==> src/rtl/mffd_pkg.sv <==
// Shared types and constants for the motor feedback frame decoder.
`timescale 1ns / 1ps

package mffd_pkg;

	// Field widths fixed by the frame and report formats.
	localparam int ID_W    = 11;
	localparam int BYTE_W  = 8;
	localparam int MASK_W  = 8;
	localparam int SLOT_W  = 3;
	localparam int KIND_W  = 2;
	localparam int POS_W   = 32;
	localparam int FIELD_W = 16;
	localparam int ANG_W   = 32;
	localparam int CFG_IDX_W  = 3;
	localparam int CFG_DATA_W = 11;

	// Per-slot state widths.
	localparam int FC_W   = 4;
	localparam int RAW_W  = 17;
	localparam int TURN_W = 16;
	localparam int ZERO_W = 16;
	localparam int DIFF_W = 18;
	localparam int SUM_W  = 34;

	// Configuration register indexes.
	localparam logic [CFG_IDX_W-1:0] CFG_A_BASE_ID   = 3'd0;
	localparam logic [CFG_IDX_W-1:0] CFG_A_SLOT_MASK = 3'd1;
	localparam logic [CFG_IDX_W-1:0] CFG_B_BASE_ID   = 3'd2;
	localparam logic [CFG_IDX_W-1:0] CFG_B_SLOT_MASK = 3'd3;
	localparam logic [CFG_IDX_W-1:0] CFG_C_BASE_ID   = 3'd4;
	localparam logic [CFG_IDX_W-1:0] CFG_C_SLOT_MASK = 3'd5;

	localparam logic [ID_W-1:0] A_BASE_ID_RESET = 11'd513;

	// Report kind codes.
	localparam logic [KIND_W-1:0] KIND_A     = 2'd0;
	localparam logic [KIND_W-1:0] KIND_B     = 2'd1;
	localparam logic [KIND_W-1:0] KIND_C     = 2'd2;
	localparam logic [KIND_W-1:0] KIND_ANGLE = 2'd3;

	// Frame decode constants.
	localparam logic [ID_W-1:0]   ID_KIND_C      = 11'h000;
	localparam logic [BYTE_W-1:0] B_CMD_FEEDBACK = 8'hA1;
	localparam logic [BYTE_W-1:0] B_CMD_ANGLE    = 8'h92;

	// Unwrap thresholds and turn spans (as shift amounts).
	localparam logic [DIFF_W-1:0] HALF_A  = 18'd4096;
	localparam logic [DIFF_W-1:0] HALF_BC = 18'd32768;
	localparam int SPAN_A_SHIFT  = 13;
	localparam int SPAN_BC_SHIFT = 16;

	localparam logic [TURN_W-1:0] TURN_MAX = 16'h7FFF;
	localparam logic [TURN_W-1:0] TURN_MIN = 16'h8000;

	// Result of a slot lookup.
	typedef struct packed {
		logic              hit;
		logic [SLOT_W-1:0] slot;
	} slot_hit_t;

	// Commands from the sequencer to the datapath.
	typedef struct packed {
		logic capture;
		logic decode;
		logic load;
		logic commit;
	} cmd_t;

	// Status from the datapath to the sequencer.
	typedef struct packed {
		logic has_result;
		logic out_free;
	} sts_t;

endpackage

==> src/rtl/mffd_ctrl.sv <==
// Sequencer for the motor feedback frame decoder: capture, decode, load, commit.
`timescale 1ns / 1ps

module mffd_ctrl (
	input  logic           clk,
	input  logic           arst_n,
	input  logic           frame_valid,
	output logic           frame_stall,
	input  mffd_pkg::sts_t sts,
	output mffd_pkg::cmd_t cmd
);
	import mffd_pkg::*;

	localparam logic [1:0] ST_IDLE   = 2'd0;
	localparam logic [1:0] ST_DECODE = 2'd1;
	localparam logic [1:0] ST_LOAD   = 2'd2;
	localparam logic [1:0] ST_COMMIT = 2'd3;

	logic [1:0] state_q;
	logic [1:0] state_d;

	// The frame port is open only while no frame is in work.
	assign frame_stall = (state_q != ST_IDLE);

	// Commands follow the state; a commit with a result waits for the output register.
	always_comb begin
		cmd.capture = (state_q == ST_IDLE) && frame_valid;
		cmd.decode  = (state_q == ST_DECODE);
		cmd.load    = (state_q == ST_LOAD);
		cmd.commit  = (state_q == ST_COMMIT) && (!sts.has_result || sts.out_free);
	end

	// Next state.
	always_comb begin
		state_d = state_q;
		case (state_q)
			ST_IDLE: begin
				if (frame_valid) begin
					state_d = ST_DECODE;
				end
			end
			ST_DECODE: begin
				state_d = ST_LOAD;
			end
			ST_LOAD: begin
				state_d = ST_COMMIT;
			end
			ST_COMMIT: begin
				if (cmd.commit) begin
					state_d = ST_IDLE;
				end
			end
			default: begin
				state_d = ST_IDLE;
			end
		endcase
	end

	always_ff @(posedge clk or negedge arst_n) begin
		if (!arst_n) begin
			state_q <= ST_IDLE;
		end else begin
			state_q <= state_d;
		end
	end

endmodule

==> src/rtl/mffd_dp.sv <==
// Datapath of the motor feedback frame decoder: config, slot state, unwrap and report.
`timescale 1ns / 1ps

module mffd_dp #(
	parameter int SLOTS_PER_KIND      = 8,
	parameter int ZERO_CAPTURE_FRAMES = 10
) (
	input  logic                              clk,
	input  logic                              arst_n,
	input  mffd_pkg::cmd_t                    cmd,
	output mffd_pkg::sts_t                    sts,
	input  logic                              cfg_write,
	input  logic [mffd_pkg::CFG_IDX_W-1:0]    cfg_index,
	input  logic [mffd_pkg::CFG_DATA_W-1:0]   cfg_data,
	input  logic [mffd_pkg::ID_W-1:0]         frame_id,
	input  logic [mffd_pkg::BYTE_W-1:0]       byte_0,
	input  logic [mffd_pkg::BYTE_W-1:0]       byte_1,
	input  logic [mffd_pkg::BYTE_W-1:0]       byte_2,
	input  logic [mffd_pkg::BYTE_W-1:0]       byte_3,
	input  logic [mffd_pkg::BYTE_W-1:0]       byte_4,
	input  logic [mffd_pkg::BYTE_W-1:0]       byte_5,
	input  logic [mffd_pkg::BYTE_W-1:0]       byte_6,
	input  logic [mffd_pkg::BYTE_W-1:0]       byte_7,
	output logic                              report_valid,
	input  logic                              report_stall,
	output logic [mffd_pkg::KIND_W-1:0]       report_kind,
	output logic [mffd_pkg::SLOT_W-1:0]       slot_index,
	output logic signed [mffd_pkg::POS_W-1:0] multi_turn_position,
	output logic signed [mffd_pkg::FIELD_W-1:0] velocity_raw,
	output logic signed [mffd_pkg::FIELD_W-1:0] current_raw,
	output logic [mffd_pkg::ANG_W-1:0]        absolute_angle
);
	import mffd_pkg::*;

	localparam int NUM_SLOTS = 3 * SLOTS_PER_KIND;
	localparam int IDX_W     = (NUM_SLOTS > 1) ? $clog2(NUM_SLOTS) : 1;
	localparam logic [FC_W-1:0] ZCF = FC_W'(ZERO_CAPTURE_FRAMES);

	// Slot lookup: key must lie in [base, base + SLOTS_PER_KIND) with its mask bit set.
	function automatic slot_hit_t find_slot(input logic [ID_W-1:0] key,
	                                        input logic [ID_W-1:0] base,
	                                        input logic [MASK_W-1:0] mask);
		slot_hit_t  r;
		logic [ID_W:0] diff;
		diff   = {1'b0, key} - {1'b0, base};
		r.slot = diff[SLOT_W-1:0];
		r.hit  = !diff[ID_W] && (diff[ID_W-1:0] < ID_W'(SLOTS_PER_KIND)) &&
		         mask[diff[SLOT_W-1:0]];
		return r;
	endfunction

	// ---------------------------------------------------------------
	// Configuration registers.
	logic [ID_W-1:0]   a_base_q;
	logic [MASK_W-1:0] a_mask_q;
	logic [ID_W-1:0]   b_base_q;
	logic [MASK_W-1:0] b_mask_q;
	logic [BYTE_W-1:0] c_base_q;
	logic [MASK_W-1:0] c_mask_q;

	always_ff @(posedge clk or negedge arst_n) begin
		if (!arst_n) begin
			a_base_q <= A_BASE_ID_RESET;
			a_mask_q <= '0;
			b_base_q <= '0;
			b_mask_q <= '0;
			c_base_q <= '0;
			c_mask_q <= '0;
		end else if (cfg_write) begin
			case (cfg_index)
				CFG_A_BASE_ID:   a_base_q <= cfg_data;
				CFG_A_SLOT_MASK: a_mask_q <= cfg_data[MASK_W-1:0];
				CFG_B_BASE_ID:   b_base_q <= cfg_data;
				CFG_B_SLOT_MASK: b_mask_q <= cfg_data[MASK_W-1:0];
				CFG_C_BASE_ID:   c_base_q <= cfg_data[BYTE_W-1:0];
				CFG_C_SLOT_MASK: c_mask_q <= cfg_data[MASK_W-1:0];
				default: begin
				end
			endcase
		end
	end

	// ---------------------------------------------------------------
	// Frame capture register.
	logic [ID_W-1:0]   frame_id_q;
	logic [BYTE_W-1:0] frm_byte_q [8];

	always_ff @(posedge clk) begin
		if (cmd.capture) begin
			frame_id_q    <= frame_id;
			frm_byte_q[0] <= byte_0;
			frm_byte_q[1] <= byte_1;
			frm_byte_q[2] <= byte_2;
			frm_byte_q[3] <= byte_3;
			frm_byte_q[4] <= byte_4;
			frm_byte_q[5] <= byte_5;
			frm_byte_q[6] <= byte_6;
			frm_byte_q[7] <= byte_7;
		end
	end

	// ---------------------------------------------------------------
	// Decode: kind A first, then kind B, then kind C on id zero.
	slot_hit_t          hit_a;
	slot_hit_t          hit_b;
	slot_hit_t          hit_c;
	logic               dec_hit;
	logic               dec_upd;
	logic [KIND_W-1:0]  dec_kind;
	logic [SLOT_W-1:0]  dec_slot;
	logic [IDX_W-1:0]   dec_idx;
	logic [FIELD_W-1:0] dec_vel;
	logic [FIELD_W-1:0] dec_cur;
	logic [ANG_W-1:0]   dec_ang;

	assign hit_a = find_slot(frame_id_q, a_base_q, a_mask_q);
	assign hit_b = find_slot(frame_id_q, b_base_q, b_mask_q);
	assign hit_c = find_slot({3'b000, frm_byte_q[0]}, {3'b000, c_base_q}, c_mask_q);

	always_comb begin
		dec_hit  = 1'b0;
		dec_upd  = 1'b0;
		dec_kind = KIND_A;
		dec_slot = '0;
		dec_idx  = '0;
		dec_vel  = '0;
		dec_cur  = '0;
		dec_ang  = '0;
		if (hit_a.hit) begin
			dec_hit  = 1'b1;
			dec_upd  = 1'b1;
			dec_kind = KIND_A;
			dec_slot = hit_a.slot;
			dec_idx  = IDX_W'(hit_a.slot);
			dec_vel  = {frm_byte_q[2], frm_byte_q[3]};
			dec_cur  = {frm_byte_q[4], frm_byte_q[5]};
		end else if (hit_b.hit) begin
			dec_slot = hit_b.slot;
			if (frm_byte_q[0] == B_CMD_FEEDBACK) begin
				dec_hit  = 1'b1;
				dec_upd  = 1'b1;
				dec_kind = KIND_B;
				dec_idx  = IDX_W'(SLOTS_PER_KIND) + IDX_W'(hit_b.slot);
				dec_vel  = {frm_byte_q[5], frm_byte_q[4]};
				dec_cur  = {frm_byte_q[3], frm_byte_q[2]};
			end else if (frm_byte_q[0] == B_CMD_ANGLE) begin
				dec_hit  = 1'b1;
				dec_kind = KIND_ANGLE;
				dec_ang  = {frm_byte_q[7], frm_byte_q[3], frm_byte_q[2], frm_byte_q[1]};
			end
		end else if ((frame_id_q == ID_KIND_C) && hit_c.hit) begin
			dec_hit  = 1'b1;
			dec_upd  = 1'b1;
			dec_kind = KIND_C;
			dec_slot = hit_c.slot;
			dec_idx  = IDX_W'(2 * SLOTS_PER_KIND) + IDX_W'(hit_c.slot);
			dec_vel  = {4'b0000, frm_byte_q[3], frm_byte_q[4][7:4]};
			dec_cur  = {4'b0000, frm_byte_q[4][3:0], frm_byte_q[5]};
		end
	end

	logic               hit_q;
	logic               upd_q;
	logic [KIND_W-1:0]  kind_q;
	logic [SLOT_W-1:0]  slot_q;
	logic [IDX_W-1:0]   idx_q;
	logic [FIELD_W-1:0] vel_q;
	logic [FIELD_W-1:0] cur_q;
	logic [ANG_W-1:0]   ang_q;

	always_ff @(posedge clk or negedge arst_n) begin
		if (!arst_n) begin
			hit_q <= 1'b0;
			upd_q <= 1'b0;
		end else if (cmd.decode) begin
			hit_q <= dec_hit;
			upd_q <= dec_upd;
		end
	end

	always_ff @(posedge clk) begin
		if (cmd.decode) begin
			kind_q <= dec_kind;
			slot_q <= dec_slot;
			idx_q  <= dec_idx;
			vel_q  <= dec_vel;
			cur_q  <= dec_cur;
			ang_q  <= dec_ang;
		end
	end

	// ---------------------------------------------------------------
	// Per-slot state, cleared by reset.
	logic [FC_W-1:0]   frame_count_q [NUM_SLOTS];
	logic [RAW_W-1:0]  last_raw_q    [NUM_SLOTS];
	logic [TURN_W-1:0] turn_count_q  [NUM_SLOTS];
	logic [ZERO_W-1:0] zero_value_q  [NUM_SLOTS];

	// ---------------------------------------------------------------
	// Load: read the slot and work out the unwrap and the new state.
	logic [FC_W-1:0]   rd_fc;
	logic [RAW_W-1:0]  rd_last;
	logic [TURN_W-1:0] rd_turn;
	logic [ZERO_W-1:0] rd_zero;
	logic              capture_zero;
	logic              first_frame;
	logic [ZERO_W-1:0] raw_a;
	logic [ZERO_W-1:0] enc_b;
	logic [RAW_W-1:0]  raw_new;
	logic [ZERO_W-1:0] zero_new;
	logic [DIFF_W-1:0] base_new;
	logic [DIFF_W-1:0] half;
	logic [DIFF_W-1:0] delta;
	logic [TURN_W-1:0] turn_new;
	logic [FC_W-1:0]   fc_new;

	assign rd_fc   = frame_count_q[idx_q];
	assign rd_last = last_raw_q[idx_q];
	assign rd_turn = turn_count_q[idx_q];
	assign rd_zero = zero_value_q[idx_q];

	assign capture_zero = (rd_fc < ZCF);
	assign first_frame  = (rd_fc == '0);
	assign raw_a        = {frm_byte_q[0], frm_byte_q[1]};
	assign enc_b        = {frm_byte_q[7], frm_byte_q[6]};

	// Raw value, captured zero and the zero-corrected base of the position.
	always_comb begin
		case (kind_q)
			KIND_A: begin
				raw_new  = {1'b0, raw_a};
				zero_new = capture_zero ? raw_a : rd_zero;
				base_new = capture_zero ? '0 : ({2'b00, raw_a} - {2'b00, rd_zero});
				half     = HALF_A;
			end
			KIND_B: begin
				raw_new  = first_frame ? '0 : ({1'b0, enc_b} - {1'b0, rd_zero});
				zero_new = first_frame ? enc_b : rd_zero;
				base_new = {raw_new[RAW_W-1], raw_new};
				half     = HALF_BC;
			end
			default: begin
				raw_new  = {1'b0, frm_byte_q[1], frm_byte_q[2]};
				zero_new = rd_zero;
				base_new = {raw_new[RAW_W-1], raw_new};
				half     = HALF_BC;
			end
		endcase
	end

	// Unwrap against the previous raw value from the second frame on.
	assign delta = {raw_new[RAW_W-1], raw_new} - {rd_last[RAW_W-1], rd_last};

	always_comb begin
		turn_new = rd_turn;
		if (!first_frame) begin
			if ($signed(delta) > $signed(half)) begin
				if (rd_turn != TURN_MIN) begin
					turn_new = rd_turn - 1'b1;
				end
			end else if ($signed(delta) < -$signed(half)) begin
				if (rd_turn != TURN_MAX) begin
					turn_new = rd_turn + 1'b1;
				end
			end
		end
	end

	assign fc_new = capture_zero ? rd_fc + 1'b1 : rd_fc;

	logic [FC_W-1:0]   fc_wr_q;
	logic [RAW_W-1:0]  raw_wr_q;
	logic [TURN_W-1:0] turn_wr_q;
	logic [ZERO_W-1:0] zero_wr_q;
	logic [DIFF_W-1:0] base_q;

	always_ff @(posedge clk) begin
		if (cmd.load) begin
			fc_wr_q   <= fc_new;
			raw_wr_q  <= raw_new;
			turn_wr_q <= turn_new;
			zero_wr_q <= zero_new;
			base_q    <= base_new;
		end
	end

	// Write the slot back at commit.
	always_ff @(posedge clk or negedge arst_n) begin
		if (!arst_n) begin
			for (int i = 0; i < NUM_SLOTS; i++) begin
				frame_count_q[i] <= '0;
				last_raw_q[i]    <= '0;
				turn_count_q[i]  <= '0;
				zero_value_q[i]  <= '0;
			end
		end else if (cmd.commit && upd_q) begin
			frame_count_q[idx_q] <= fc_wr_q;
			last_raw_q[idx_q]    <= raw_wr_q;
			turn_count_q[idx_q]  <= turn_wr_q;
			zero_value_q[idx_q]  <= zero_wr_q;
		end
	end

	// ---------------------------------------------------------------
	// Commit: base plus turns times span, saturated to 32 bits; zero for an angle report.
	logic [SUM_W-1:0] turn_ext;
	logic [SUM_W-1:0] turn_span;
	logic [SUM_W-1:0] pos_sum;
	logic [POS_W-1:0] pos_sat;

	assign turn_ext  = {{(SUM_W - TURN_W){turn_wr_q[TURN_W-1]}}, turn_wr_q};
	assign turn_span = (kind_q == KIND_A) ? (turn_ext << SPAN_A_SHIFT) :
	                                        (turn_ext << SPAN_BC_SHIFT);
	assign pos_sum   = {{(SUM_W - DIFF_W){base_q[DIFF_W-1]}}, base_q} + turn_span;

	always_comb begin
		if (kind_q == KIND_ANGLE) begin
			pos_sat = '0;
		end else if (pos_sum[SUM_W-1:POS_W-1] == '0 ||
		             pos_sum[SUM_W-1:POS_W-1] == '1) begin
			pos_sat = pos_sum[POS_W-1:0];
		end else if (pos_sum[SUM_W-1]) begin
			pos_sat = {1'b1, {(POS_W - 1){1'b0}}};
		end else begin
			pos_sat = {1'b0, {(POS_W - 1){1'b1}}};
		end
	end

	// ---------------------------------------------------------------
	// Output register; a waiting beat leaves the sequencer free until the next commit.
	logic               out_valid_q;
	logic [KIND_W-1:0]  out_kind_q;
	logic [SLOT_W-1:0]  out_slot_q;
	logic [POS_W-1:0]   out_pos_q;
	logic [FIELD_W-1:0] out_vel_q;
	logic [FIELD_W-1:0] out_cur_q;
	logic [ANG_W-1:0]   out_ang_q;
	logic               load_out;

	assign load_out = cmd.commit && hit_q;

	always_ff @(posedge clk or negedge arst_n) begin
		if (!arst_n) begin
			out_valid_q <= 1'b0;
		end else if (load_out) begin
			out_valid_q <= 1'b1;
		end else if (!report_stall) begin
			out_valid_q <= 1'b0;
		end
	end

	always_ff @(posedge clk) begin
		if (load_out) begin
			out_kind_q <= kind_q;
			out_slot_q <= slot_q;
			out_pos_q  <= pos_sat;
			out_vel_q  <= vel_q;
			out_cur_q  <= cur_q;
			out_ang_q  <= ang_q;
		end
	end

	assign sts.has_result = hit_q;
	assign sts.out_free   = !out_valid_q || !report_stall;

	assign report_valid        = out_valid_q;
	assign report_kind         = out_kind_q;
	assign slot_index          = out_slot_q;
	assign multi_turn_position = $signed(out_pos_q);
	assign velocity_raw        = $signed(out_vel_q);
	assign current_raw         = $signed(out_cur_q);
	assign absolute_angle      = out_ang_q;

endmodule

==> src/rtl/motor_feedback_frame_decoder_top.sv <==
// Top level of the motor feedback frame decoder.
// Each frame passes the capture, decode, load and commit steps before its report beat is
// registered; the four-state sequencer takes no new frame until the read-modify-write of
// one slot is done, and a commit with a result waits while the output holds a stalled beat.
// Reset: asynchronous, active low; registers return to their reset values and all slot
// state clears to zero at once, so no clearing pass comes before frames are taken.
`timescale 1ns / 1ps

module motor_feedback_frame_decoder_top #(
	parameter int SLOTS_PER_KIND      = 8,
	parameter int ZERO_CAPTURE_FRAMES = 10
) (
	input  logic                                clk,
	input  logic                                arst_n,
	input  logic                                cfg_write,
	input  logic [mffd_pkg::CFG_IDX_W-1:0]      cfg_index,
	input  logic [mffd_pkg::CFG_DATA_W-1:0]     cfg_data,
	input  logic                                frame_valid,
	output logic                                frame_stall,
	input  logic [mffd_pkg::ID_W-1:0]           frame_id,
	input  logic [mffd_pkg::BYTE_W-1:0]         byte_0,
	input  logic [mffd_pkg::BYTE_W-1:0]         byte_1,
	input  logic [mffd_pkg::BYTE_W-1:0]         byte_2,
	input  logic [mffd_pkg::BYTE_W-1:0]         byte_3,
	input  logic [mffd_pkg::BYTE_W-1:0]         byte_4,
	input  logic [mffd_pkg::BYTE_W-1:0]         byte_5,
	input  logic [mffd_pkg::BYTE_W-1:0]         byte_6,
	input  logic [mffd_pkg::BYTE_W-1:0]         byte_7,
	output logic                                report_valid,
	input  logic                                report_stall,
	output logic [mffd_pkg::KIND_W-1:0]         report_kind,
	output logic [mffd_pkg::SLOT_W-1:0]         slot_index,
	output logic signed [mffd_pkg::POS_W-1:0]   multi_turn_position,
	output logic signed [mffd_pkg::FIELD_W-1:0] velocity_raw,
	output logic signed [mffd_pkg::FIELD_W-1:0] current_raw,
	output logic [mffd_pkg::ANG_W-1:0]          absolute_angle
);
	import mffd_pkg::*;

	cmd_t cmd;
	sts_t sts;

	// Sequencer.
	mffd_ctrl u_ctrl (
		.clk         (clk),
		.arst_n      (arst_n),
		.frame_valid (frame_valid),
		.frame_stall (frame_stall),
		.sts         (sts),
		.cmd         (cmd)
	);

	// Datapath with configuration, slot state and output register.
	mffd_dp #(
		.SLOTS_PER_KIND      (SLOTS_PER_KIND),
		.ZERO_CAPTURE_FRAMES (ZERO_CAPTURE_FRAMES)
	) u_dp (
		.clk                 (clk),
		.arst_n              (arst_n),
		.cmd                 (cmd),
		.sts                 (sts),
		.cfg_write           (cfg_write),
		.cfg_index           (cfg_index),
		.cfg_data            (cfg_data),
		.frame_id            (frame_id),
		.byte_0              (byte_0),
		.byte_1              (byte_1),
		.byte_2              (byte_2),
		.byte_3              (byte_3),
		.byte_4              (byte_4),
		.byte_5              (byte_5),
		.byte_6              (byte_6),
		.byte_7              (byte_7),
		.report_valid        (report_valid),
		.report_stall        (report_stall),
		.report_kind         (report_kind),
		.slot_index          (slot_index),
		.multi_turn_position (multi_turn_position),
		.velocity_raw        (velocity_raw),
		.current_raw         (current_raw),
		.absolute_angle      (absolute_angle)
	);

endmodule

==> config.mk <==
export PLATFORM = sky130hd
export DESIGN_NAME = motor_feedback_frame_decoder_top
export DESIGN_NICKNAME = d
export VERILOG_FILES = /design/src/rtl/mffd_pkg.sv /design/src/rtl/mffd_ctrl.sv /design/src/rtl/mffd_dp.sv /design/src/rtl/motor_feedback_frame_decoder_top.sv
export SDC_FILE = /design/constraint.sdc
export NUM_CORES = 2
export LEC_CHECK = 0
export ABC_CLOCK_PERIOD_IN_PS = 14200
export BUFFER_PORTS_ARGS = -buffer_cell sky130_fd_sc_hd__buf_2
export CAP_MARGIN = 20
export CELL_PAD_IN_SITES_DETAIL_PLACEMENT = 1
export CELL_PAD_IN_SITES_GLOBAL_PLACEMENT = 1
export CORE_MARGIN = 2
export CORE_UTILIZATION = 45
export DETAILED_ROUTE_END_ITERATION = 10
export GPL_TIMING_DRIVEN = 0
export PLACE_DENSITY = 0.76
export SLEW_MARGIN = 10
export SYNTH_ARGS = -nofsm -noshare
export SYNTH_HDL_FRONTEND = slang
export SYNTH_SLANG_ARGS = --single-unit
==> constraint.sdc <==
create_clock -name clk -period 14.2 [get_ports clk]
set_input_delay 0.71 -clock clk [delete_from_list [all_inputs] [get_ports clk]]
set_output_delay 0.71 -clock clk [all_outputs]
set_load 0.005 [all_outputs]
Word level (Yosys, flattened, before mapping)

Memories as Yosys holds them, arrays and structs flattened.
Index checks and enable logic that the tools add are counted.

Register bits: 1588
Latch bits: 0
Bits in writable memories: 64
Bits in read-only memories: 0
Bits of input ports: 94
Output and inout port bits: 103
Logic and storage cells: 286
Memories: 1

Add/sub/neg operators: 13
Multiply operators: 0
Divide/modulo/power cells: 0
$lt $le $gt $ge: 11
Equal/unequal tests: 18
Shifts and indexed selects: 0
Mux-type cells: 79
Bitwise logic cells: 3
Reductions and logical operators: 36

Memories:

| name            | words | width | read ports | clocked after Yosys merged registers in | wr ports | RTL line      | source |
|---|---|---|---|---|---|---|---|
| u_dp.frm_byte_q | 8     | 8     | 8          | 0                                       | 8        | mffd_dp.sv:86 | `logic [BYTE_W-1:0] frm_byte_q [8];` |

Operators with widths:

| operator                                                     | count |
|---|---|
| bitwise mux 384 bit                                          | 2 |
| bitwise mux 408 bit                                          | 1 |
| two-way mux 16 bit                                           | 19 |
| binary-select mux 16 bit (select 5 bit)                      | 2 |
| bitwise mux 96 bit                                           | 1 |
| binary-select mux 17 bit (select 5 bit)                      | 1 |
| demux 17 bit (select 5 bit)                                  | 1 |
| demux 16 bit (select 5 bit)                                  | 1 |
| two-way mux 17 bit                                           | 4 |
| two-way mux 32 bit                                           | 2 |
| one-hot mux 18 bit (2 select lines)                          | 1 |
| one-hot mux 17 bit (2 select lines)                          | 1 |
| subtractor 16 x 16 -> 17 bit                                 | 2 |
| adder 18 x 32 -> 33 bit                                      | 1 |
| less-than comparator 11 x 4 -> 1 bit (second input constant) | 3 |
| one-hot mux 16 bit (2 select lines)                          | 1 |
| two-way mux 31 bit                                           | 1 |
| two-way mux 12 bit                                           | 2 |
| subtractor 11 x 11 -> 12 bit                                 | 2 |
| binary-select mux 4 bit (select 5 bit)                       | 1 |
| demux 4 bit (select 5 bit)                                   | 1 |
| > comparator 18 x 17 -> 1 bit                                | 1 |
| less-than comparator 18 bit                                  | 1 |
| two-way mux 18 bit                                           | 1 |
| 41 further kinds                                             | 107 |

Depth between registers and ports, before layout

Word-level depth: 12
Gate-level depth with buffers: 47
Depth with buffers taken out: 38

Cells and area by module

A second synthesis with hierarchy kept.

Cell total of the unflattened synthesis: 5170
Area total of the unflattened synthesis: 76603.5 sq um

By module, submodules not included:

| module    | instances | cells an instance | area an instance (sq um) |
|---|---|---|---|
| mffd_dp   | 1         | 5152              | 76417.0 |
| mffd_ctrl | 1         | 18                | 186.4 |

Worst setup path before layout

No wires, ideal clock.

Path type: reg-to-reg
Start point: reg u_dp.idx_q[1]
End point: reg u_dp.turn_wr_q[7] (data pin)
Setup time: 283 ps
Arrival: 10128 ps
Required time: 13917 ps
Path slack: 3789 ps
Cell stages (with the launch flop): 45
Cell sequence: edfxtp_1 -> buf_2 -> buf_1 -> buf_2 -> buf_2 -> buf_1 -> clkbuf_1 -> clkbuf_1 -> clkbuf_1 -> mux4_2 -> a22oi_1 -> nand3_1 -> inv_1 -> ha_1 -> inv_1 -> or4_4 -> nor2_1 -> clkbuf_1 -> [9 not listed] -> o21ai_0 -> o2111ai_1 -> a21oi_1 -> nor2_1 -> ha_1 -> nand4b_1 -> a21oi_1 -> o21ai_0 -> a2111oi_0 -> o2111ai_1 -> mux2i_1 -> a31oi_1 -> or4_1 -> o211a_1 -> buf_6 -> and3b_1 -> a31oi_1 -> xor2_1

Cells in the longest elaborated chain, start to end: 12
Elaborated cells between the ends (all ways): 29

Ends and longest elaborated chain:

| item                                                                                              | RTL line                       | source |
|---|---|---|
| start, declared                                                                                   | mffd_dp.sv:166                 | `logic [IDX_W-1:0] idx_q;` |
| start signal, assigned                                                                            | mffd_dp.sv:185                 | `idx_q <= dec_idx;` |
| NOT 5 -> 6 bit (implied by the code) (*)                                                          | mffd_dp.sv:217, mffd_dp.sv:220 |  |
| binary-select mux 16 bit (select 5 bit) or binary-select mux 4 bit (select 5 bit) (tied branches) | mffd_dp.sv:220, mffd_dp.sv:217 |  |
| two-way mux 16 bit (implied by the code) or two-way mux 4 bit (tied branches) (2 in a row)        | mffd_dp.sv:220, mffd_dp.sv:217 |  |
| subtractor 16 x 16 -> 17 bit or logical NOT 4 bit (tied branches)                                 | mffd_dp.sv:237, mffd_dp.sv:223 |  |
| two-way mux 17 bit (*)                                                                            | mffd_dp.sv:237                 | `raw_new = first_frame ? '0 : ({1'b0, enc_b} - {1'b0, rd_zero});` |
| one-hot mux 17 bit (2 select lines) (*)                                                           | mffd_dp.sv:229                 | `case (kind_q)` |
| named net u_dp.raw_new[1]                                                                         | mffd_dp.sv:209                 | `logic [RAW_W-1:0] raw_new;` |
| subtractor 17 x 17 -> 18 bit (*)                                                                  | mffd_dp.sv:252                 | `assign delta = {raw_new[RAW_W-1], raw_new} - {rd_last[RAW_W-1], rd_last};` |
| less-than comparator 18 bit                                                                       | mffd_dp.sv:261                 | `end else if ($signed(delta) < -$signed(half)) begin` |
| two-way mux 16 bit                                                                                | mffd_dp.sv:261                 |  |
| two-way mux 16 bit (*)                                                                            | mffd_dp.sv:257                 | `if ($signed(delta) > $signed(half)) begin` |
| two-way mux 16 bit (*)                                                                            | mffd_dp.sv:256                 | `if (!first_frame) begin` |
| named net u_dp.turn_new[7]                                                                        | mffd_dp.sv:214                 | `logic [TURN_W-1:0] turn_new;` |
| end signal, assigned                                                                              | mffd_dp.sv:281                 | `turn_wr_q <= turn_new;` |
| end, declared                                                                                     | mffd_dp.sv:273                 | `logic [TURN_W-1:0] turn_wr_q;` |

The timed path passes the listed nets; every way through them passes the cells marked *. The select of a mux whose other input is x is not followed.
A chain may end at the register's enable or synchronous reset.

Final worst setup path

Start point: reg u_dp.idx_q[0]
End point: reg u_dp.turn_wr_q[7] (data pin)

The elaborated chain is that of the path after synthesis.

==> summary.txt <==
Outcome: complete, no violations
Final instance area: 86800 um2
Routed WL: 252000 um
Met1 Use GR: 38.4%
Io pins: 197
Placed Area: 80400 um2
Period utilization: 96.4%
Syn_area_per_cell: 14.9 um2
Synthesis Warnings: 0
Core footprint: 167000 um2
Max Freq: 0.0731 GHz
Yosys cell types: 81
Vias in the first global route: 53.4k
Placed insts: 7544
Average wire per standard cell: 31.9 um
Port Buffers: 196
CP Capture Type: flip-flop
GR Util met3: 6.55%
Crit path depth: 44
Hpwl dp: 169000 um
Layout cells sized above 1: 39.9%
Post-CTS Repair Setup Buffers: 0
Sink Count: 1651
DIE WIDTH: 415 um
Worst hold-check path type: primary input to flip-flop
Leak: 40.4 nW
Data arrival, critical path: 14200 ps
Hold path cells: 1
Met2 usage: 46.8%
Rows: 150
Synthesized Nets: 5318
Worst-Skew Late Latency: 840 ps
CP Class: flip-flop to flip-flop
Layout area overhead: 14.4%
CP max stage cell: or4b_2
Vias: 49.2k
Post-Syn Area: 75900 um2
Syn Inst Count: 5104
CTS tree: yes
Setup Viol. Count Final: 0
Pin count of the biggest net entering global routing: 147
Sequential-to-total area share from yosys stat: 56.6%
Max Cap Violations: 0
Relative slew margins: 12.6%
Via/cell ratio: 6.23
FF+latch count, synth: 1651
Chip height: 415 um
Starting DRT DRC Count: 4659
Fin cells: 7903
TritonRoute pass-1 iters: 5
Root buffer cell: clkbuf_16
TritonCTS Buffers: 176
Max clock buf depth: 3
Post-synth ARST share: 80.6%
Max IR drop VDD: 122 uV
GRT overflow: 0
Placer congestion estimate: 0.906
Clock Skew: 34.9 ps
First-pass GRT wire length: 371000 um
Initial antenna violation count: 12
CP delay by family, top: buffers and inverters
Post-synth top flop: dfrtp_1
P per Cell Area: 155 nW/um2
Final Hold Viols: 0
Clk pin slew, worst setup/hold paths: 60 ps
H-tree levels: 4
Global route hottest layer: met2
Critical-path maximum fanout: 10
Buf+Inv Stages, Crit Path: 13
All-layer global routing usage: 29.3%
Startpoint Class: flip-flop
Final worst slack: 518 ps
EDFF count, synth: 320
DIE AREA: 172000 um2
CP max stage delay: 730 ps
Initial Utilization: 45.3%
Setup_tns: 0 ps
R2R depth: 44
Slew Limit Fails: 0
Pre-CTS WS: -1380 ps
Post-layout minimum cycle time: 13680 ps
CP required: 14720 ps
Net count, final: 5758
# DRC: 0
Worst-margin pin slew: 1310 ps
Antenna Violating Nets Remaining: 0
cell usage in the layout, fill, tap and decap left out, types with 25 or more instances in the layout:
| master | instances |
|---|---|
| mux4_2 | 324 |
| nor2_1 | 87 |
| clkbuf_8 | 41 |
| clkbuf_1 | 332 |
| a21o_1 | 34 |
| xnor2_1 | 40 |
| buf_2 | 250 |
| a21oi_1 | 54 |
| clkbuf_16 | 180 |
| edfxtp_1 | 320 |
| o21ai_0 | 139 |
| o21a_1 | 25 |
| inv_1 | 111 |
| mux2_2 | 1315 |
| nand2_1 | 201 |
| nor3_1 | 28 |
| nand3_1 | 50 |
| and2_1 | 43 |
| dfrtp_1 | 1329 |
| a22oi_1 | 141 |
| a22o_1 | 27 |
| ha_1 | 111 |
what timing repair did:
action / in CTS / in global routing
gates resized for setup: 6 / 17
hold endpoints to repair: 68 / 0
hold buffers: 15 / 0
endpoints found under the setup margin: 16 / 16
power breakdown:
part	total, mW	switching [mW]	leakage [nW]	internal (mW)
Clock	4.78	2.03	2.95	2.75
Sequential	5.45	0.264	21.5	5.18
Combinational	3.19	2.20	15.9	0.989
cell type report:
class,instances,area (um2)
Fill cell,16197,80600
Sequential cell,1651,42900
Multi-Input combinational cell,2958,31100
Clock buffer,262,5220
Tap cell,2204,2760
Timing Repair Buffer,266,2050
Buffer,380,1560
Clock inverter,62,761
Inverter,111,417
Antenna cell,9,22.5
metrics by stage:
| stage | total power [mW] | hold WS [ps] | util, % |
|---|---|---|---|
| 2_1_floorplan | 7.25 | 400 | - |
| 3_3_place_gp | 8.48 | 401 | 47.6 |
| 3_5_place_dp | 8.62 | 406 | 48.0 |
| 4_1_cts | 13.4 | 0.227 | 51.7 |
| 5_1_grt | 13.9 | 9.70 | 51.8 |
| 6_report | 13.4 | 43.7 | 51.8 |
synth_stat cells (all sizes together) (13+ instances only):
| cell type | count | area, um2 |
|---|---|---|
| mux2 | 1315 | 14800 |
| nand3 | 50 | 250 |
| xor2 | 22 | 193 |
| nand2b | 13 | 81.3 |
| a22oi | 141 | 1060 |
| o21ai | 141 | 706 |
| a31oi | 15 | 93.8 |
| buf | 84 | 413 |
| a221oi | 19 | 166 |
| nor2 | 91 | 342 |
| clkbuf | 300 | 1130 |
| o21a | 25 | 188 |
| a21oi | 56 | 284 |
| edfxtp | 320 | 9610 |
| nand2 | 201 | 754 |
| inv | 111 | 417 |
| and3 | 19 | 124 |
| a21o | 34 | 255 |
| and2 | 45 | 282 |
| dfrtp | 1329 | 33300 |
| ha | 113 | 1410 |
| xnor2 | 40 | 350 |
| a21boi | 24 | 180 |
| nor2b | 18 | 113 |
| nor3 | 28 | 140 |
| mux2i | 19 | 190 |
| mux4 | 324 | 7300 |
| o22ai | 22 | 138 |
| a22o | 27 | 236 |
registers in the layout (all words and copies together) (netlist names), 17 cells and up:
signal and cells:
u_dp.base_q 17, u_dp.last_raw_q 408, u_dp.ang_q 32, u_dp.raw_wr_q 17, u_dp.turn_count_q 384, u_dp.multi_turn_position 32
u_dp.frm_byte_q 64, u_dp.frame_count_q 96, u_dp.absolute_angle 32, u_dp.zero_value_q 384
path summary, 6_finish.rpt:
kind | from | end | slack (ps)
setup / recovery | u_dp.idx_q[0] | u_dp.turn_wr_q[7] | 520
hold / removal | byte_1[3] | u_dp.frm_byte_q[0][11] | 40
setup reg to reg | u_dp.idx_q[0] | u_dp.turn_wr_q[7] | 520
hold reg to reg | u_dp.cur_q[4] | u_dp.current_raw[4] | 420
max in group asynchronous | arst_n | u_dp.turn_count_q[218] | 11040
min in group asynchronous | arst_n | u_dp.last_raw_q[231] | 390
layer usage:
layer  vias to the layer above  wire, um
met2                      1913    120000
met4                         4     11000
met5                         -        22
met1                     26804    103000
li1                      20005         -
met3                       483     18100
worst reg2reg max path: cells and delay by family, from the launching register on:
kind            cells  cell delay [ps]
buf+inv            13             4230
simple gates       11             3380
compound gates     13             3350
mux                 3              940
fa+ha+maj           3              940
flops               1              420
xor+xnor            1              100
cells by family (layout without fill, tap and decap cells):
kind of cell	Yosys count	in the layout	synth area share (%)
multiplexers	1658	1658	29.4
AND/OR/NAND/NOR	540	540	3.51
buffers and inverters	495	1081	2.58
flip-flops	1651	1651	56.6
other	0	9	0
XOR/XNOR	62	62	0.716
adder cells (fa/ha/maj)	120	120	2.05
AO/OA/AOI/OAI	578	578	5.22
(Power assumes the default switching activity.)
